<file path="config.mk">
export PLATFORM = sky130hd
export DESIGN_NAME = lcd_command_and_pixel_write_receiver
export DESIGN_NICKNAME = d
export VERILOG_FILES = /design/src/lcdrx_pkg.sv /design/src/lcdrx_in_reg.sv /design/src/lcdrx_core.sv /design/src/lcdrx_out.sv /design/src/lcd_command_and_pixel_write_receiver.sv
export SDC_FILE = /design/constraint.sdc
export NUM_CORES = 1
export LEC_CHECK = 0
export BUFFER_PORTS_ARGS = -buffer_cell sky130_fd_sc_hd__buf_4
export CORE_MARGIN = 4
export CORE_UTILIZATION = 45
export CTS_CLUSTER_SIZE = 24
export DETAILED_ROUTE_END_ITERATION = 8
export HOLD_SLACK_MARGIN = 0.08
export RECOVER_POWER = 100
export SYNTH_ARGS = -nofsm -noshare
export SYNTH_HDL_FRONTEND = slang
export SYNTH_HIERARCHICAL = 1
export SYNTH_SLANG_ARGS = --single-unit
</file>
<file path="constraint.sdc">
create_clock -name clk -period 5.72 [get_ports clk]
set_input_delay 1.43 -clock clk [delete_from_list [all_inputs] [get_ports clk]]
set_output_delay 1.43 -clock clk [all_outputs]
set_load 0.02 [all_outputs]
</file>
<file path="src/lcdrx_pkg.sv">
`default_nettype none

package lcdrx_pkg;

	// Panel geometry
	localparam int MAX_DIM = 320;
	localparam int CFG_W   = 9;
	localparam int DIM_W   = $clog2(MAX_DIM + 1);
	localparam int CMP_W   = (DIM_W > CFG_W) ? DIM_W : CFG_W;
	localparam int CUR_W   = 16;
	localparam int ADDR_W  = 17;
	localparam int PIX_W   = 16;

	// Configuration register indexes
	localparam logic [1:0] REG_PANEL_WIDTH     = 2'd0;
	localparam logic [1:0] REG_PANEL_HEIGHT    = 2'd1;
	localparam logic [1:0] REG_INVERT_POLARITY = 2'd2;

	// Configuration reset values
	localparam logic [CFG_W-1:0] PANEL_WIDTH_RST  = CFG_W'(240);
	localparam logic [CFG_W-1:0] PANEL_HEIGHT_RST = CFG_W'(320);

	// Link functions
	typedef enum logic [1:0] {
		FUNC_CMD         = 2'd0,
		FUNC_DATA        = 2'd1,
		FUNC_RST_ASSERT  = 2'd2,
		FUNC_RST_RELEASE = 2'd3
	} func_t;

	// Internal pixel formats
	typedef enum logic [1:0] {
		FMT_565 = 2'd0,
		FMT_444 = 2'd1,
		FMT_666 = 2'd2
	} fmt_t;

	// Command codes
	localparam logic [7:0] CMD_NOP        = 8'h00;
	localparam logic [7:0] CMD_SW_RESET   = 8'h01;
	localparam logic [7:0] CMD_SLEEP_OUT  = 8'h11;
	localparam logic [7:0] CMD_INV_OFF    = 8'h20;
	localparam logic [7:0] CMD_INV_ON     = 8'h21;
	localparam logic [7:0] CMD_DISP_ON    = 8'h29;
	localparam logic [7:0] CMD_COL_WIN    = 8'h2A;
	localparam logic [7:0] CMD_ROW_WIN    = 8'h2B;
	localparam logic [7:0] CMD_MEM_WRITE  = 8'h2C;
	localparam logic [7:0] CMD_ACCESS_CTL = 8'h36;
	localparam logic [7:0] CMD_PIX_FORMAT = 8'h3A;

	// Pixel format codes of the format command
	localparam logic [2:0] COLMOD_444 = 3'd3;
	localparam logic [2:0] COLMOD_565 = 3'd5;
	localparam logic [2:0] COLMOD_666 = 3'd6;

	// Memory access control bits
	localparam int MADCTL_BGR = 3;
	localparam int MADCTL_MV  = 5;
	localparam int MADCTL_MX  = 6;
	localparam int MADCTL_MY  = 7;

	// Result of one processing step, before the address multiply
	typedef struct packed {
		logic             has;
		logic [DIM_W-1:0] x;
		logic [DIM_W-1:0] y;
		logic [DIM_W-1:0] w;
		logic [PIX_W-1:0] value;
		logic             last;
		logic             clr;
		logic             sleeping;
		logic             display_on;
		logic             inverted;
	} res_t;

	// Clamp a panel dimension register to 1..MAX_DIM
	function automatic logic [DIM_W-1:0] eff_dim(input logic [CFG_W-1:0] v);
		logic [CMP_W-1:0] vw;
		vw = CMP_W'(v);
		if (v == '0) begin
			return DIM_W'(1);
		end else if (vw > CMP_W'(MAX_DIM)) begin
			return DIM_W'(MAX_DIM);
		end else begin
			return DIM_W'(vw);
		end
	endfunction

	localparam logic [CUR_W-1:0] COL_LAST_RST =
		CUR_W'(eff_dim(PANEL_WIDTH_RST) - DIM_W'(1));
	localparam logic [CUR_W-1:0] ROW_LAST_RST =
		CUR_W'(eff_dim(PANEL_HEIGHT_RST) - DIM_W'(1));

endpackage

`default_nettype wire

</file>
<file path="src/lcdrx_in_reg.sv">
`default_nettype none

module lcdrx_in_reg (
	input  wire logic       clk,
	input  wire logic       arst_n,
	input  wire logic       in_valid,
	output logic            in_stall,
	input  wire logic [1:0] func,
	input  wire logic [7:0] bus_byte,
	input  wire logic       s1_taken,
	output logic            valid_s1,
	output logic [1:0]      func_s1,
	output logic [7:0]      byte_s1
);
	import lcdrx_pkg::*;

	logic accept;

	// Hold the item until the core takes it
	assign in_stall = valid_s1 && !s1_taken;
	assign accept   = in_valid && !in_stall;

	always_ff @(posedge clk or negedge arst_n) begin
		if (!arst_n) begin
			valid_s1 <= 1'b0;
		end else begin
			valid_s1 <= accept || (valid_s1 && !s1_taken);
		end
	end

	// Capture the transaction payload
	always_ff @(posedge clk) begin
		if (accept) begin
			func_s1 <= func;
			byte_s1 <= bus_byte;
		end
	end

endmodule

`default_nettype wire

</file>
<file path="src/lcdrx_core.sv">
`default_nettype none

module lcdrx_core (
	input  wire logic                    clk,
	input  wire logic                    arst_n,
	input  wire logic [lcdrx_pkg::DIM_W-1:0] eff_w,
	input  wire logic [lcdrx_pkg::DIM_W-1:0] eff_h,
	input  wire logic                    polarity,
	input  wire logic                    valid_s1,
	input  wire logic [1:0]              func_s1,
	input  wire logic [7:0]              byte_s1,
	output logic                         s1_taken,
	input  wire logic                    ready_s3,
	output logic                         valid_s2,
	output lcdrx_pkg::res_t              res_s2
);
	import lcdrx_pkg::*;

	// Controller state
	logic             sleep_q, sleep_d;
	logic             enable_q, enable_d;
	logic             invert_q, invert_d;
	fmt_t             fmt_q, fmt_d;
	logic [7:0]       acc_q, acc_d;
	logic [7:0]       act_q, act_d;
	logic [2:0]       pc_q, pc_d;
	logic [CUR_W-1:0] col_first_q, col_first_d;
	logic [CUR_W-1:0] col_last_q, col_last_d;
	logic [CUR_W-1:0] row_first_q, row_first_d;
	logic [CUR_W-1:0] row_last_q, row_last_d;
	logic [CUR_W-1:0] cur_col_q, cur_col_d;
	logic [CUR_W-1:0] cur_row_q, cur_row_d;
	logic [7:0]       held0_q, held0_d;
	logic [7:0]       held1_q, held1_d;
	logic [1:0]       hc_q, hc_d;
	logic             rst_held_q, rst_held_d;
	logic             phase_q, phase_d;

	logic             work;
	logic             emit;
	logic             last_r;
	logic             clr;
	logic             sw_rst;
	logic             inc_pc;
	logic [PIX_W-1:0] pix;
	logic [PIX_W-1:0] pix_p1, pix_p2, pix_666, pix_565;
	logic [PIX_W-1:0] pix_sw;
	logic [CUR_W-1:0] x_sel, y_sel;
	logic             in_range;
	logic [DIM_W-1:0] x_fb, y_fb;
	logic [CUR_W-1:0] next_col, next_row;
	func_t            fn;
	res_t             res;

	function automatic logic [4:0] exp45(input logic [3:0] v);
		return {v, v[3]};
	endfunction

	function automatic logic [5:0] exp46(input logic [3:0] v);
		return {v, v[3:2]};
	endfunction

	assign fn = func_t'(func_s1);

	// Advance when the next stage has room
	assign work     = valid_s1 && (!valid_s2 || ready_s3);
	assign s1_taken = work && !phase_d;

	// Assemble candidate pixels from held bytes and the current byte
	assign pix_p1  = {exp45(held0_q[7:4]), exp46(held0_q[3:0]), exp45(held1_q[7:4])};
	assign pix_p2  = {exp45(held1_q[3:0]), exp46(byte_s1[7:4]), exp45(byte_s1[3:0])};
	assign pix_666 = {held0_q[7:3], held1_q[7:2], byte_s1[7:3]};
	assign pix_565 = {held0_q, byte_s1};

	// Decode the transaction and compute next state
	always_comb begin
		sleep_d     = sleep_q;
		enable_d    = enable_q;
		invert_d    = invert_q;
		fmt_d       = fmt_q;
		acc_d       = acc_q;
		act_d       = act_q;
		pc_d        = pc_q;
		col_first_d = col_first_q;
		col_last_d  = col_last_q;
		row_first_d = row_first_q;
		row_last_d  = row_last_q;
		cur_col_d   = cur_col_q;
		cur_row_d   = cur_row_q;
		held0_d     = held0_q;
		held1_d     = held1_q;
		hc_d        = hc_q;
		rst_held_d  = rst_held_q;
		phase_d     = 1'b0;
		emit        = 1'b0;
		last_r      = 1'b1;
		clr         = 1'b0;
		sw_rst      = 1'b0;
		inc_pc      = 1'b0;
		pix         = pix_565;

		if (phase_q) begin
			// Second pixel of a 444 pair
			emit = 1'b1;
			pix  = pix_p2;
		end else begin
			case (fn)
				FUNC_RST_ASSERT: rst_held_d = 1'b1;
				FUNC_RST_RELEASE: begin
					rst_held_d = 1'b0;
					sw_rst     = 1'b1;
					clr        = 1'b1;
				end
				FUNC_CMD: if (!rst_held_q) begin
					act_d = byte_s1;
					pc_d  = 3'd0;
					hc_d  = 2'd0;
					case (byte_s1)
						CMD_SW_RESET: begin
							sw_rst = 1'b1;
							clr    = 1'b1;
						end
						CMD_SLEEP_OUT: sleep_d  = 1'b0;
						CMD_INV_OFF:   invert_d = polarity;
						CMD_INV_ON:    invert_d = !polarity;
						CMD_DISP_ON:   enable_d = 1'b1;
						CMD_MEM_WRITE: begin
							cur_col_d = col_first_q;
							cur_row_d = row_first_q;
						end
						default: ;
					endcase
				end
				FUNC_DATA: if (!rst_held_q) begin
					if (act_q == CMD_MEM_WRITE) begin
						case (fmt_q)
							FMT_444, FMT_666: begin
								if (hc_q < 2'd2) begin
									if (hc_q[0]) held1_d = byte_s1;
									else held0_d = byte_s1;
									hc_d = 2'(hc_q + 2'd1);
								end else begin
									hc_d = 2'd0;
									emit = 1'b1;
									if (fmt_q == FMT_444) begin
										pix     = pix_p1;
										last_r  = 1'b0;
										phase_d = 1'b1;
									end else begin
										pix = pix_666;
									end
								end
							end
							default: begin
								if (hc_q == 2'd0) begin
									held0_d = byte_s1;
									hc_d    = 2'd1;
								end else begin
									hc_d = 2'd0;
									emit = 1'b1;
								end
							end
						endcase
					end else begin
						case (act_q)
							CMD_ACCESS_CTL: begin
								inc_pc = 1'b1;
								if (pc_q == 3'd0) acc_d = byte_s1;
							end
							CMD_PIX_FORMAT: begin
								inc_pc = 1'b1;
								if (pc_q == 3'd0) begin
									hc_d = 2'd0;
									case (byte_s1[2:0])
										COLMOD_444: fmt_d = FMT_444;
										COLMOD_565: fmt_d = FMT_565;
										COLMOD_666: fmt_d = FMT_666;
										default: ;
									endcase
								end
							end
							CMD_COL_WIN: begin
								inc_pc = 1'b1;
								case (pc_q)
									3'd0, 3'd2: held0_d = byte_s1;
									3'd1: col_first_d = {held0_q, byte_s1};
									3'd3: col_last_d  = {held0_q, byte_s1};
									default: ;
								endcase
							end
							CMD_ROW_WIN: begin
								inc_pc = 1'b1;
								case (pc_q)
									3'd0, 3'd2: held0_d = byte_s1;
									3'd1: row_first_d = {held0_q, byte_s1};
									3'd3: row_last_d  = {held0_q, byte_s1};
									default: ;
								endcase
							end
							default: ;
						endcase
						if (inc_pc && pc_q < 3'd4) pc_d = 3'(pc_q + 3'd1);
					end
				end
				default: ;
			endcase
		end

		// Step the write cursor through the window
		next_col = CUR_W'(cur_col_q + CUR_W'(1));
		next_row = CUR_W'(cur_row_q + CUR_W'(1));
		if (emit) begin
			if (next_col > col_last_q) begin
				cur_col_d = col_first_q;
				cur_row_d = (next_row > row_last_q) ? row_first_q : next_row;
			end else begin
				cur_col_d = next_col;
			end
		end

		// Return to the power-on state
		if (sw_rst) begin
			sleep_d     = 1'b1;
			enable_d    = 1'b0;
			invert_d    = 1'b0;
			fmt_d       = FMT_565;
			acc_d       = 8'h00;
			act_d       = CMD_NOP;
			pc_d        = 3'd0;
			col_first_d = '0;
			col_last_d  = CUR_W'(eff_w - DIM_W'(1));
			row_first_d = '0;
			row_last_d  = CUR_W'(eff_h - DIM_W'(1));
			cur_col_d   = '0;
			cur_row_d   = '0;
			hc_d        = 2'd0;
		end
	end

	// Map the cursor onto the panel
	always_comb begin
		pix_sw = acc_q[MADCTL_BGR] ? {pix[4:0], pix[10:5], pix[15:11]} : pix;
		x_sel  = acc_q[MADCTL_MV] ? cur_row_q : cur_col_q;
		y_sel  = acc_q[MADCTL_MV] ? cur_col_q : cur_row_q;
		in_range = (x_sel < CUR_W'(eff_w)) && (y_sel < CUR_W'(eff_h));
		x_fb = acc_q[MADCTL_MX] ? DIM_W'(eff_w - DIM_W'(1) - x_sel[DIM_W-1:0])
		                        : x_sel[DIM_W-1:0];
		y_fb = acc_q[MADCTL_MY] ? DIM_W'(eff_h - DIM_W'(1) - y_sel[DIM_W-1:0])
		                        : y_sel[DIM_W-1:0];

		res            = '0;
		res.has        = emit && in_range;
		res.x          = res.has ? x_fb : '0;
		res.y          = res.has ? y_fb : '0;
		res.w          = eff_w;
		res.value      = res.has ? pix_sw : '0;
		res.last       = last_r;
		res.clr        = clr;
		res.sleeping   = sleep_d;
		res.display_on = enable_d;
		res.inverted   = invert_d;
	end

	// Hold control state
	always_ff @(posedge clk or negedge arst_n) begin
		if (!arst_n) begin
			sleep_q     <= 1'b1;
			enable_q    <= 1'b0;
			invert_q    <= 1'b0;
			fmt_q       <= FMT_565;
			acc_q       <= 8'h00;
			act_q       <= CMD_NOP;
			pc_q        <= 3'd0;
			col_first_q <= '0;
			col_last_q  <= COL_LAST_RST;
			row_first_q <= '0;
			row_last_q  <= ROW_LAST_RST;
			cur_col_q   <= '0;
			cur_row_q   <= '0;
			hc_q        <= 2'd0;
			rst_held_q  <= 1'b0;
			phase_q     <= 1'b0;
			valid_s2    <= 1'b0;
		end else begin
			if (work) begin
				sleep_q     <= sleep_d;
				enable_q    <= enable_d;
				invert_q    <= invert_d;
				fmt_q       <= fmt_d;
				acc_q       <= acc_d;
				act_q       <= act_d;
				pc_q        <= pc_d;
				col_first_q <= col_first_d;
				col_last_q  <= col_last_d;
				row_first_q <= row_first_d;
				row_last_q  <= row_last_d;
				cur_col_q   <= cur_col_d;
				cur_row_q   <= cur_row_d;
				hc_q        <= hc_d;
				rst_held_q  <= rst_held_d;
				phase_q     <= phase_d;
			end
			valid_s2 <= work || (valid_s2 && !ready_s3);
		end
	end

	// Held bytes and the stage result
	always_ff @(posedge clk) begin
		if (work) begin
			held0_q <= held0_d;
			held1_q <= held1_d;
			res_s2  <= res;
		end
	end

`ifndef SYNTHESIS
	a_phase_has_item: assert property (@(posedge clk) disable iff (!arst_n)
		phase_q |-> valid_s1)
		else $error("second pixel pending without a held item");

	a_phase_fmt: assert property (@(posedge clk) disable iff (!arst_n)
		phase_q |-> fmt_q == FMT_444)
		else $error("second pixel pending outside 444 format");

	a_first_of_pair: assert property (@(posedge clk) disable iff (!arst_n)
		(valid_s2 && !res_s2.last) |-> phase_q)
		else $error("non-final result without a pending second pixel");

	a_pixel_no_clear: assert property (@(posedge clk) disable iff (!arst_n)
		(valid_s2 && res_s2.has) |-> !res_s2.clr)
		else $error("pixel write carries a frame clear");
`endif

endmodule

`default_nettype wire

</file>
<file path="src/lcdrx_out.sv">
`default_nettype none

module lcdrx_out (
	input  wire logic                         clk,
	input  wire logic                         arst_n,
	input  wire logic                         valid_s2,
	input  wire lcdrx_pkg::res_t              res_s2,
	output logic                              ready_s3,
	output logic                              out_valid,
	input  wire logic                         out_stall,
	output logic                              has_pixel,
	output logic [lcdrx_pkg::ADDR_W-1:0]      pixel_address,
	output logic [lcdrx_pkg::PIX_W-1:0]       pixel_value,
	output logic                              last,
	output logic                              clear_frame,
	output logic                              sleeping,
	output logic                              display_on,
	output logic                              inverted
);
	import lcdrx_pkg::*;

	logic [2*DIM_W-1:0] row_base;
	logic [2*DIM_W:0]   addr_sum;

	// Row times width plus column
	assign row_base = res_s2.y * res_s2.w;
	assign addr_sum = (2*DIM_W+1)'(row_base) + (2*DIM_W+1)'(res_s2.x);

	assign ready_s3 = !out_valid || !out_stall;

	always_ff @(posedge clk or negedge arst_n) begin
		if (!arst_n) begin
			out_valid <= 1'b0;
		end else if (ready_s3) begin
			out_valid <= valid_s2;
		end
	end

	// Load the result register when a result waits and the register is empty or the consumer is not stalling
	always_ff @(posedge clk) begin
		if (ready_s3 && valid_s2) begin
			has_pixel     <= res_s2.has;
			pixel_address <= ADDR_W'(addr_sum);
			pixel_value   <= res_s2.value;
			last          <= res_s2.last;
			clear_frame   <= res_s2.clr;
			sleeping      <= res_s2.sleeping;
			display_on    <= res_s2.display_on;
			inverted      <= res_s2.inverted;
		end
	end

endmodule

`default_nettype wire

</file>
<file path="src/lcd_command_and_pixel_write_receiver.sv">
// Command and pixel write receiver for a serial display link.
// Input channel (in_valid/in_stall): one transaction per link event, func
// selects command byte, data byte, reset assert or reset release.
// Output channel (out_valid/out_stall): one result per input, two for a byte
// that completes a 444 pixel pair. A result carries an optional framebuffer
// write (address, 565 value), a last marker, a frame clear request and the
// current sleep, display-on and inversion flags.
// Configuration port (cfg_write/cfg_index/cfg_data): panel width, height and
// inversion polarity; write only while no transaction is in flight.
// Pipeline: an accepted input is decoded into the stage register, then the
// address multiply loads the output register.
// Throughput: one input per cycle while the output does not stall; a byte
// completing a 444 pair holds the decode stage until both pixels have passed,
// one after the other, since each pixel steps the write cursor.
// Reset: all flags and windows return to their power-on values, config
// registers to 240 x 320 with normal polarity; no pipeline stage holds data.
// A stalled output holds its result; the stages behind it fill, then
// in_stall rises until out_stall drops.

`default_nettype none

module lcd_command_and_pixel_write_receiver (
	input  wire logic                               clk,
	input  wire logic                               arst_n,
	input  wire logic                               cfg_write,
	input  wire logic [1:0]                         cfg_index,
	input  wire logic [lcdrx_pkg::CFG_W-1:0]        cfg_data,
	input  wire logic                               in_valid,
	output logic                                    in_stall,
	input  wire logic [1:0]                         func,
	input  wire logic [7:0]                         bus_byte,
	output logic                                    out_valid,
	input  wire logic                               out_stall,
	output logic                                    has_pixel,
	output logic [lcdrx_pkg::ADDR_W-1:0]            pixel_address,
	output logic [lcdrx_pkg::PIX_W-1:0]             pixel_value,
	output logic                                    last,
	output logic                                    clear_frame,
	output logic                                    sleeping,
	output logic                                    display_on,
	output logic                                    inverted
);
	import lcdrx_pkg::*;

	logic [CFG_W-1:0] width_q;
	logic [CFG_W-1:0] height_q;
	logic             polarity_q;
	logic [DIM_W-1:0] eff_w;
	logic [DIM_W-1:0] eff_h;

	logic       s1_taken;
	logic       valid_s1;
	logic [1:0] func_s1;
	logic [7:0] byte_s1;
	logic       ready_s3;
	logic       valid_s2;
	res_t       res_s2;

	// Configuration registers
	always_ff @(posedge clk or negedge arst_n) begin
		if (!arst_n) begin
			width_q    <= PANEL_WIDTH_RST;
			height_q   <= PANEL_HEIGHT_RST;
			polarity_q <= 1'b0;
		end else if (cfg_write) begin
			case (cfg_index)
				REG_PANEL_WIDTH:     width_q    <= cfg_data;
				REG_PANEL_HEIGHT:    height_q   <= cfg_data;
				REG_INVERT_POLARITY: polarity_q <= cfg_data[0];
				default: ;
			endcase
		end
	end

	// Clamp panel size
	assign eff_w = eff_dim(width_q);
	assign eff_h = eff_dim(height_q);

	lcdrx_in_reg u_in_reg (
		.clk      (clk),
		.arst_n   (arst_n),
		.in_valid (in_valid),
		.in_stall (in_stall),
		.func     (func),
		.bus_byte (bus_byte),
		.s1_taken (s1_taken),
		.valid_s1 (valid_s1),
		.func_s1  (func_s1),
		.byte_s1  (byte_s1)
	);

	lcdrx_core u_core (
		.clk      (clk),
		.arst_n   (arst_n),
		.eff_w    (eff_w),
		.eff_h    (eff_h),
		.polarity (polarity_q),
		.valid_s1 (valid_s1),
		.func_s1  (func_s1),
		.byte_s1  (byte_s1),
		.s1_taken (s1_taken),
		.ready_s3 (ready_s3),
		.valid_s2 (valid_s2),
		.res_s2   (res_s2)
	);

	lcdrx_out u_out (
		.clk           (clk),
		.arst_n        (arst_n),
		.valid_s2      (valid_s2),
		.res_s2        (res_s2),
		.ready_s3      (ready_s3),
		.out_valid     (out_valid),
		.out_stall     (out_stall),
		.has_pixel     (has_pixel),
		.pixel_address (pixel_address),
		.pixel_value   (pixel_value),
		.last          (last),
		.clear_frame   (clear_frame),
		.sleeping      (sleeping),
		.display_on    (display_on),
		.inverted      (inverted)
	);

endmodule

`default_nettype wire

</file>
==> out/results.ini, run 1 <==
[status]
status=finished, violations left
violations_in_the_final_reports=max-capacitance violations, max-slew violations

[logic_synthesis]
synth_ff_type=dfrtp_1
synth-edff-count=114
synthesized_flop_and_latch_total=256
yosys-top-cells-count=inv_1, nand2_1, ha_1
cell_with_the_most_instances_after_synthesis=inv_1
mappedNetlistArea_mm2=0.0169
synthDistinctLibCells=82
postSynthNetCount=1904
synth_area_leader_cell=edfxtp_1
combinational_family_with_the_most_area_after_synthesis=adder cells
synth_area_in_adders=0.164
synth_simple_gate_area_share=0.156
fraction_of_the_mapped_netlist_area_in_compound_gates=0.130
instance_count_of_the_mapped_netlist=1691
synth_warnings=6
yosys.area.top_type_share=0.203
synth-async-reset-ratio=0.555
post_synth.cell_area_avg_um2=9.98
seq_area_frac_synth=0.415
ys_top_cells_by_area=edfxtp_1, dfrtp_1, ha_1
post_synth_mux_area_share=0.0435
post_synth_xor_area_fraction=0.0342

[critical_path]
worst_r2r_path_depth=8
critical_path_arrival_ns=5.64
worstSetupStartpoint=u_in_reg/byte_s1[2]$_DFFE_PP_
cpPeakStageDelay_ns=1.28
cp-start-kind=flip-flop
crit_chain=or4b_1 > o41ai_1 > nand2_1 > clkinv_4 > nor3_1 > o211ai_1 > nor2b_1 > a221o_1
slowest_stage=nand2_1
timing.critical_path.required_ns=6.19
rrSetupSlack_ns=0.55
worst_setup_path_end_kind=flip-flop
setup.worst_path.end=u_core/cur_row_q[11]$_DFFE_PN0P_
criticalPathCategory=flip-flop to flip-flop
critical_path.max_fanout=53
timing.rr.end=u_core/cur_row_q[11]$_DFFE_PN0P_
regToRegStartpoint=u_in_reg/byte_s1[2]$_DFFE_PP_

[finish]
instances_no_fill=2231
layout-area-overhead-vs-synth_pct=9.60
n_antenna_cell=0
layout.nets=1952
finalInstanceArea_mm2=0.0185
final_core_utilization=0.503
drive_gt1_frac=0.0822

[die]
die-height_um=202
die_x_um=202
start_util=0.459
coreArea_mm2=0.0368
boundaryPins=67
floorplan.die_area_mm2=0.0407
std_cell_rows=70

[detailed_routing]
initialDrtViolationCount=903
drt-vias-per-instance=5.60
post_drt_wl_per_cell_um=19.3
vias=12500
postRouteAntennaNets=0
route.detailed.drc=0
detail_route.wirelength_um=43200
firstDrtPassIters=5

[sta]
timing.clock.skew_ns=0.0167
slew_headroom=-1.22
tightestPinTransition_ns=3.33
finalHoldWorstSlack_ns=0.419
rsz0062_at_grt=false
setup_violations=0
fin_crit_ns=5.17
final-hold-violation-count=0
fin_crit_sh=0.904
post-route-worst-setup-slack_ns=0.548
final-max-slew-violation-count=209
finalSetupTns_ns=0
maxClockFrequency_mhz=193

[clock_tree]
hold_fix_buffers_cts=0
post_cts_resized=0
clk_pin_slew_worst_paths_ns=0.06
clock_tree_from_tritoncts=built
root_buffer=clkbuf_16
clock_tree.buffer_depth=3
cts_htree_levels=1
cts_num_sinks=256
post_cts_repair_timing_setup_buffer_count=0
cts-buffers-inserted=30
clk_latency_ns=0.59

[global_routing]
gr-usage-all-layers=0.214
grt_overflow_total=0
first_global_vias=12700
grt_first_pass_wirelength_um=70400
antenna_found_initial=0
grt_max_degree=62

[flow_run]
maxCapViolCount=5

[power_and_ir_drop]
power.leakage_nw=8.17
vdd_drop_max_v=0.000254
power.density_cell_area_mw_per_mm2=428
finalPower_mw=7.91

[place]
total_half_perimeter_wirelength_after_legalization_and_detailed_placement_um=32400
dp_slack_ns=0.790
place_inst=2175
post_dp_cell_area_mm2=0.0178
portbufs=66
finalWeightedCongestion=0.906

[hold_path]
hold_class=flip-flop to flip-flop

[where the power goes]
part	internal, mW	switching, mW
combinational	1.31	1.89
sequential	2.48	0.328
clock	1.10	0.802
[routing by layer]
| metal | GRT usage | vias to the layer above | part of all wire |
|---|---|---|---|
| met1 | 0.291 | 6126 | 0.45 |
| met4 | 0.0664 | 0 | 0.035 |
| met5 | 0 | - | 0 |
| met2 | 0.359 | 299 | 0.47 |
| li1 | - | 5979 | - |
| met3 | 0.0282 | 82 | 0.049 |
[critical path: cells and delay by family (launching register included)]
kind,cells,cell delay [ns]
AOI/OAI and AO/OA,3,1.38
buffers and inverters,1,0.75
DFF,1,0.64
and+or+nand+nor,4,2.26
[worst min-delay path by stage]
stage                                          startpoint                               to  slack (ns)  cells after the start
after CTS                 u_core/res_s2[17]$_SDFFCE_PN0P_  u_out/pixel_value[12]$_DFFE_PP_        0.42                      0
after global routing      u_core/res_s2[12]$_SDFFCE_PN0P_   u_out/pixel_value[7]$_DFFE_PP_        0.42                      0
final                     u_core/res_s2[10]$_SDFFCE_PN0P_   u_out/pixel_value[5]$_DFFE_PP_        0.42                      0
after floorplan                u_core/res_s2[3]$_DFFE_PP_      u_out/clear_frame$_DFFE_PP_        0.40                      0
after global placement         u_core/res_s2[3]$_DFFE_PP_      u_out/clear_frame$_DFFE_PP_        0.40                      0
after detailed placement  u_core/res_s2[17]$_SDFFCE_PN0P_  u_out/pixel_value[12]$_DFFE_PP_        0.41                      0
[cell usage in the layout (no fill, tap or decap), drive strengths merged, types with 43 or more instances in the layout]
master / netlist / layout
mux2i: 43 / 43
and2: 57 / 57
dfrtp: 121 / 121
inv: 177 / 183
a21oi: 106 / 106
fa: 56 / 56
clkbuf: 46 / 99
o21ai: 99 / 99
nand2: 176 / 176
ha: 131 / 131
nor2: 107 / 107
xnor2: 45 / 45
edfxtp: 114 / 114
[registers in the layout, indices dropped and copies added, names as in the netlist, 2 cells and up]
register and count:
u_core/col_last_q 16, u_core/held1_q 8, u_core/fmt_q 2, u_core/cur_row_q 16
u_in_reg/byte_s1 8, u_out/pixel_address 17, u_core/hc_q 2, u_core/res_s2 49
u_core/row_first_q 16, u_core/act_q 8, u_core/cur_col_q 16, u_out/pixel_value 16
u_core/pc_q 3, u_core/held0_q 8, width_q 9, u_core/row_last_q 16
height_q 9, u_in_reg/func_s1 2, u_core/acc_q 4, u_core/col_first_q 16
[kinds of logic after synthesis]
family                     Yosys count
DFF                                256
and+or+nand+nor                    523
muxes                               70
AOI/OAI and AO/OA                  344
xor gates and xnor gates            66
adders and majority gates          187
buffers and inverters              245
[area by class of cell]
cell class / count / area, um2
flip-flops and latches: 256 / 7000
fillers: 3445 / 18300
clock buffers: 39 / 850
repair buffers: 81 / 427
well taps: 468 / 586
multi-input cells: 1190 / 8810
clock inverters: 17 / 148
inverters: 180 / 681
Note: power is estimated with default switching activity, not from simulation.
==> run 2: changes to the inputs <==
--- a/config.mk
+++ b/config.mk
@@ -7,11 +7,11 @@
 export LEC_CHECK = 0
 export BUFFER_PORTS_ARGS = -buffer_cell sky130_fd_sc_hd__buf_4
 export CORE_MARGIN = 4
-export CORE_UTILIZATION = 45
+export CORE_UTILIZATION = 63
 export CTS_CLUSTER_SIZE = 24
 export DETAILED_ROUTE_END_ITERATION = 8
 export HOLD_SLACK_MARGIN = 0.08
-export RECOVER_POWER = 100
+export PLACE_DENSITY = 0.81
 export SYNTH_ARGS = -nofsm -noshare
 export SYNTH_HDL_FRONTEND = slang
 export SYNTH_HIERARCHICAL = 1
==> run 2 against run 1 <==
Effect of this change: the flow now finishes without violations; register-to-register slack better by 0.19 ns; clock-buffer cell count up 1; critical path depth up 9; routed wire length down 3.7%; critical path type unchanged; critical endpoint is now u_out/pixel_address[16]$_DFFE_PP_; largest cell class unchanged; largest power group unchanged.
==> out/results.ini, run 2 (synthesis results as in run 1) <==
[sta]
maxClockFrequency_mhz=201  ; +3.8%
fin_crit_sh=0.871  ; -0.0333
tightestPinTransition_ns=1.15  ; -2.18 ns
slew_headroom=0.230  ; +1.45
setup_violations=0  ; unchanged
fin_crit_ns=4.98  ; -0.190 ns
timing.clock.skew_ns=0.0161  ; -0.000552 ns
rsz0062_at_grt=false
final-hold-violation-count=0  ; unchanged
final-max-slew-violation-count=0  ; -100%
finalSetupTns_ns=0  ; unchanged

[clock_tree]
root_buffer=clkbuf_16
cts_htree_levels=1  ; unchanged
clock_tree_from_tritoncts=built
post_cts_repair_timing_setup_buffer_count=0  ; unchanged
clk_latency_ns=0.55  ; -0.04 ns
hold_fix_buffers_cts=0  ; unchanged
clock_tree.buffer_depth=3  ; unchanged
cts_num_sinks=256  ; unchanged
cts-buffers-inserted=28  ; -6.7%
clk_pin_slew_worst_paths_ns=0.06  ; about the same
post_cts_resized=0  ; unchanged

[status]
status=finished clean

[critical_path]
worst_r2r_path_depth=17  ; +9
crit_chain=nand2_1 > fa_1 > inv_1 > fa_1 > inv_1 > fa_1 > inv_1 > fa_1 > inv_1 > fa_1 > inv_1 > ha_1 > o21a_1 > o211ai_1 > a21oi_1 > o221ai_1 > xnor2_1
worstSetupStartpoint=u_core/res_s2[21]$_DFFE_PP_
regToRegStartpoint=u_core/res_s2[21]$_DFFE_PP_
critical_path_arrival_ns=5.26  ; -0.38 ns
timing.rr.end=u_out/pixel_address[16]$_DFFE_PP_
rrSetupSlack_ns=0.74  ; +0.19 ns
slowest_stage=fa_1
criticalPathCategory=flip-flop to flip-flop
cpPeakStageDelay_ns=0.55  ; -0.73 ns
critical_path.max_fanout=9  ; -83%
timing.critical_path.required_ns=6.00  ; -0.19 ns
worst_setup_path_end_kind=flip-flop
cp-start-kind=flip-flop

[finish]
top_regs=u_core/res_s2 x49, u_out/pixel_address x17
layout-area-overhead-vs-synth_pct=9.55  ; about the same
registers.top_by_ff_count=u_core/res_s2
largest_reg_flops=49  ; unchanged
fillCellCount=1906  ; -45%
most-common-layout-cells=inv_1, nand2_1, ha_1
final_common_cell=inv_1
instances_no_fill=2093  ; -6.2%
layout.nets=1949  ; -0.15%
n_antenna_cell=0  ; unchanged
area_occupied_by_multi_input_gates_mm2=0.00891  ; +1.1%
drive_gt1_frac=0.113  ; +0.0304
ff_latch_area_mm2=0.00700  ; unchanged

[die]
boundaryPins=67  ; unchanged
std_cell_rows=59  ; -16%
start_util=0.644  ; +0.185
die-height_um=172  ; -15%
coreArea_mm2=0.0262  ; -29%
die_x_um=172  ; -15%
floorplan.die_area_mm2=0.0295  ; -28%

[global_routing]
first_global_vias=12900  ; +1.4%
gr-usage-all-layers=0.288  ; +0.0740
antenna_found_initial=0  ; unchanged
grt_overflow_total=0  ; unchanged
grt_first_pass_wirelength_um=67800  ; -3.6%
grt_max_degree=108  ; +74%

[detailed_routing]
drt-vias-per-instance=6.16  ; +10%
vias=12900  ; +3.3%
initialDrtViolationCount=1115  ; +23%
post_drt_wl_per_cell_um=19.9  ; +2.7%
firstDrtPassIters=5  ; unchanged
detail_route.wirelength_um=41600  ; -3.7%
route.detailed.drc=0  ; unchanged
postRouteAntennaNets=0  ; unchanged

[place]
total_half_perimeter_wirelength_after_legalization_and_detailed_placement_um=30700  ; -5.1%
finalWeightedCongestion=0.941  ; +3.9%
place_inst=2041  ; -6.2%
portbufs=66  ; unchanged

[hold_path]
hold_crit_start=u_core/res_s2[48]$_DFFE_PP_
timing.hold.worst_endpoint=u_out/has_pixel$_DFFE_PP_
hold_class=flip-flop to flip-flop
hold-path-cell-count=0  ; unchanged

[power_and_ir_drop]
power.leakage_nw=8.34  ; +2.1%
power.density_cell_area_mw_per_mm2=427  ; about the same
vdd_drop_max_v=0.000361  ; +42%

[flow_run]
maxCapViolCount=0  ; -5

==> run 2: metal layers <==
metal	part of all wire	GRT usage
met1	0.41	0.386
met2	0.47	0.475
met3	0.070	0.0354
met4	0.051	0.127
met5	0	0
==> run 2: how the worst max path moves through the flow <==
stage,to,depth (start not counted)
floorplan,u_out/pixel_address[16]$_DFFE_PP_,18
global placement,u_out/pixel_address[16]$_DFFE_PP_,17
detailed placement,u_out/pixel_address[16]$_DFFE_PP_,17
CTS,u_out/pixel_address[16]$_DFFE_PP_,17
global route,u_out/pixel_address[16]$_DFFE_PP_,17
finish,u_out/pixel_address[16]$_DFFE_PP_,17
==> run 2: power breakdown <==
part / internal [mW] / switching [mW]
registers: 2.48 / 0.335
clock network: 1.00 / 0.733
logic: 1.40 / 1.96
total: 4.87 / 3.03
==> run 2: per-stage QoR <==
step	power [mW]	cell area (um2)	hold WS, ns	worst slack, ns	util
global placement	5.98	17600	0.401	0.910	0.672
floorplan	5.24	16900	0.400	1.12	-
CTS	7.90	18500	0.419	0.748	0.706
global route	8.48	18500	0.430	0.555	0.706
finish	7.90	18500	0.419	0.738	0.706
detailed placement	6.14	17600	0.405	0.750	0.672
==> run 2: worst max-delay path: cells and delay by family (launching register included) <==
family                   cells  cell delay, ns
flip-flops                   1            0.52
adder cells (fa/ha/maj)      6            2.90
AO/OA/AOI/OAI                4            0.71
AND/OR/NAND/NOR              1            0.14
XOR/XNOR                     1            0.17
buffers and inverters        5            0.24
==> run 2: area by class of cell <==
class,count,share of cell area
timing repair buffer,80,0.0327
clock buffer,40,0.0426
multi-input combinational,1190,0.482
clock inverter,12,0.00501
inverter,180,0.0368
sequential,256,0.379
tap,335,0.0227
==> run 3: changes to the inputs <==
--- a/config.mk
+++ b/config.mk
@@ -5,13 +5,14 @@
 export SDC_FILE = /design/constraint.sdc
 export NUM_CORES = 1
 export LEC_CHECK = 0
-export BUFFER_PORTS_ARGS = -buffer_cell sky130_fd_sc_hd__buf_4
 export CORE_MARGIN = 4
-export CORE_UTILIZATION = 63
+export CORE_UTILIZATION = 65
 export CTS_CLUSTER_SIZE = 24
 export DETAILED_ROUTE_END_ITERATION = 8
+export DONT_BUFFER_PORTS = 1
 export HOLD_SLACK_MARGIN = 0.08
 export PLACE_DENSITY = 0.81
+export SKIP_CTS_REPAIR_TIMING = 1
 export SYNTH_ARGS = -nofsm -noshare
 export SYNTH_HDL_FRONTEND = slang
 export SYNTH_HIERARCHICAL = 1
==> constraint.sdc (replaced) <==
create_clock -name clk -period 5.72 [get_ports clk]
set_input_delay 1.43 -clock clk [delete_from_list [all_inputs] [get_ports clk]]
set_output_delay 1.43 -clock clk [all_outputs]
set_load 0.005 [all_outputs]
==> run 3 against run 2 <==
Effect of this change: routed wire length is 0.67% higher; worst hold slack worse by 0.0033 ns; worst setup slack worse by 0.065 ns; critical path depth unchanged; first-iteration DRC count up 0.45%; combinational power is 6.3% lower; power shrank 2.0%; largest cell class unchanged; highest routed layer unchanged.
==> out/results.ini, run 3 (synthesis results as in run 1) <==
[sta]
setup_violations=0  ; unchanged
post-route-worst-setup-slack_ns=0.673  ; -0.0648 ns
rsz0062_at_grt=false
finalSetupTns_ns=0  ; unchanged
timing.clock.skew_ns=0.0160  ; -0.0000779 ns
final-max-slew-violation-count=0  ; unchanged
slew_headroom=0.237  ; +0.00696
final-hold-violation-count=0  ; unchanged
fin_crit_ns=5.05  ; +0.0648 ns
maxClockFrequency_mhz=198  ; -1.3%
fin_crit_sh=0.882  ; +0.0113
tightestPinTransition_ns=1.14  ; -0.0104 ns

[power_and_ir_drop]
finalPower_mw=7.75  ; -2.0%
vdd_drop_max_v=0.000546  ; +51%
power.density_cell_area_mw_per_mm2=430  ; +0.65%
internal_power_mw=4.82  ; -1.1%
power.leakage_nw=8.05  ; -3.5%
combPwrFrac=0.407  ; -0.018
power_switching_mw=2.93  ; -3.3%
clock_power_share=0.230  ; +0.011
seq_power_share=0.364  ; +0.008
switching_share=0.378  ; -0.00541

[detailed_routing]
initialDrtViolationCount=1120  ; +0.45%
route.detailed.drc=0  ; unchanged
postRouteAntennaNets=0  ; unchanged
drt-vias-per-instance=6.21  ; +0.75%
firstDrtPassIters=5  ; unchanged
detail_route.wirelength_um=41900  ; +0.67%
post_drt_wl_per_cell_um=20.7  ; +4.4%
vias=12500  ; -2.8%

[finish]
layout.nets=1881  ; -3.5%
layout-area-overhead-vs-synth_pct=6.72
final_common_cell=inv_1
top_regs=u_core/res_s2 x49, u_out/pixel_address x17
registers.top_by_ff_count=u_core/res_s2
largest_reg_flops=49  ; unchanged
final_core_utilization=0.709  ; +0.00356
drive_gt1_frac=0.0823  ; -0.0303
most-common-layout-cells=inv_1, nand2_1, ha_1
fillCellCount=1870  ; -1.9%
n_antenna_cell=0  ; unchanged

[place]
portbufs=0  ; -100%
finalWeightedCongestion=0.956  ; +1.6%
dp_slack_ns=0.707  ; -0.0429 ns
total_half_perimeter_wirelength_after_legalization_and_detailed_placement_um=30900  ; +0.59%

[clock_tree]
cts_htree_levels=1  ; unchanged
clk_pin_slew_worst_paths_ns=0.06  ; about the same
cts-buffers-inserted=27  ; -3.6%
clock_tree.buffer_depth=3  ; unchanged
cts_num_sinks=256  ; unchanged
clk_latency_ns=0.56  ; about the same
clock_tree_from_tritoncts=built
root_buffer=clkbuf_16

[critical_path]
worst_r2r_path_depth=17  ; unchanged
critical_path.max_fanout=9  ; unchanged
regToRegStartpoint=u_core/res_s2[21]$_DFFE_PP_
rrSetupSlack_ns=0.67  ; -0.06 ns
timing.critical_path.required_ns=6.02  ; +0.02 ns
crit_chain=nand2_1 > fa_1 > inv_1 > fa_1 > inv_1 > fa_1 > inv_1 > fa_1 > inv_1 > fa_1 > inv_1 > ha_1 > o21a_1 > o211ai_1 > a21oi_1 > o221ai_1 > xnor2_1
criticalPathCategory=flip-flop to flip-flop
timing.rr.end=u_out/pixel_address[16]$_DFFE_PP_
critical_path_arrival_ns=5.35  ; +0.09 ns
cpPeakStageDelay_ns=0.54  ; about the same
worst_setup_path_end_kind=flip-flop
slowest_stage=fa_1
cp-start-kind=flip-flop

[hold_path]
hold_class=flip-flop to flip-flop
hold_crit_start=u_core/res_s2[16]$_SDFFCE_PN0P_
timing.hold.worst_endpoint=u_out/pixel_value[11]$_DFFE_PP_
hold-path-cell-count=0  ; unchanged

[die]
floorplan.die_area_mm2=0.0286  ; -2.9%
boundaryPins=67  ; unchanged
die_x_um=169  ; -1.5%
start_util=0.665  ; +0.0205
coreArea_mm2=0.0254  ; -3.1%
std_cell_rows=58  ; -1.7%
die-height_um=169  ; -1.5%

[flow_run]
maxCapViolCount=0  ; unchanged

[global_routing]
first_global_vias=12600  ; -2.4%
grt_first_pass_wirelength_um=67300  ; -0.76%
grt_max_degree=143  ; +32%
grt_overflow_total=0  ; unchanged
gr-usage-all-layers=0.294  ; +0.00588
antenna_found_initial=0  ; unchanged

[status]
status=finished clean

run 3: cell count changes in the layout (fill, tap and decap cells not counted), sizes merged:
cell / change
clkinv: -2
clkinvlp: -1
clkbuf: -1
buf: -67
inv: +2
run 3: area by class of cell:
type | count | area [um2] | area share
timing repair buffer | 13 | 97.6 | 0.00542
inverter | 180 | 681 | 0.0378
sequential | 256 | 7000 | 0.389
clock buffer | 39 | 812 | 0.0451
clock inverter | 11 | 101 | 0.00563
multi-input combinational | 1190 | 8910 | 0.494
tap | 330 | 413 | 0.0229
run 3: power groups by stage:
stage          Sequential (mW)  Clock [mW]  Combinational, mW
3_3_place_gp              2.83           0               2.92
2_1_floorplan             2.68           0               2.47
5_1_grt                   2.88        1.89               3.56
3_5_place_dp              2.85           0               3.09
6_report                  2.82        1.78               3.15
4_1_cts                   2.82        1.81               3.13
run 3: per-stage QoR:
stage               std cells  instance area [um2]  hold slack, ns
detailed placement       1969                17100           0.405
floorplan                1691                16900           0.400
global placement         1969                17100           0.401
CTS                      2019                18000           0.414
global route             2019                18000           0.418
finish                   2019                18000           0.416
run 3: worst max path at each step:
stage,from,end,slack [ns],cells past startpoint
after floorplan,u_core/res_s2[21]$_DFFE_PP_,u_out/pixel_address[16]$_DFFE_PP_,1.12,18
after global placement,u_core/res_s2[21]$_DFFE_PP_,u_out/pixel_address[16]$_DFFE_PP_,0.90,17
after detailed placement,u_core/res_s2[21]$_DFFE_PP_,u_out/pixel_address[16]$_DFFE_PP_,0.71,17
after CTS,u_core/res_s2[21]$_DFFE_PP_,u_out/pixel_address[16]$_DFFE_PP_,0.72,17
after global routing,u_core/res_s2[21]$_DFFE_PP_,u_out/pixel_address[16]$_DFFE_PP_,0.47,17
final,u_core/res_s2[21]$_DFFE_PP_,u_out/pixel_address[16]$_DFFE_PP_,0.67,17
run 3: critical path, delay by kind of cell, from the launching register on:
| family | cells | cell delay (ns) |
|---|---|---|
| fa+ha+maj | 6 | 2.90 |
| compound gates | 4 | 0.87 |
| flops | 1 | 0.51 |
| buf+inv | 5 | 0.25 |
| xor+xnor | 1 | 0.17 |
| simple gates | 1 | 0.13 |
run 3: metal layers:
layer / share of wire / vias to the layer above / track usage
met1: 0.41 / 6070 / 0.394
met4: 0.040 / 0 / 0.110
li1: - / 5831 / -
met5: 0 / - / 0
met2: 0.48 / 509 / 0.491
met3: 0.069 / 125 / 0.0438
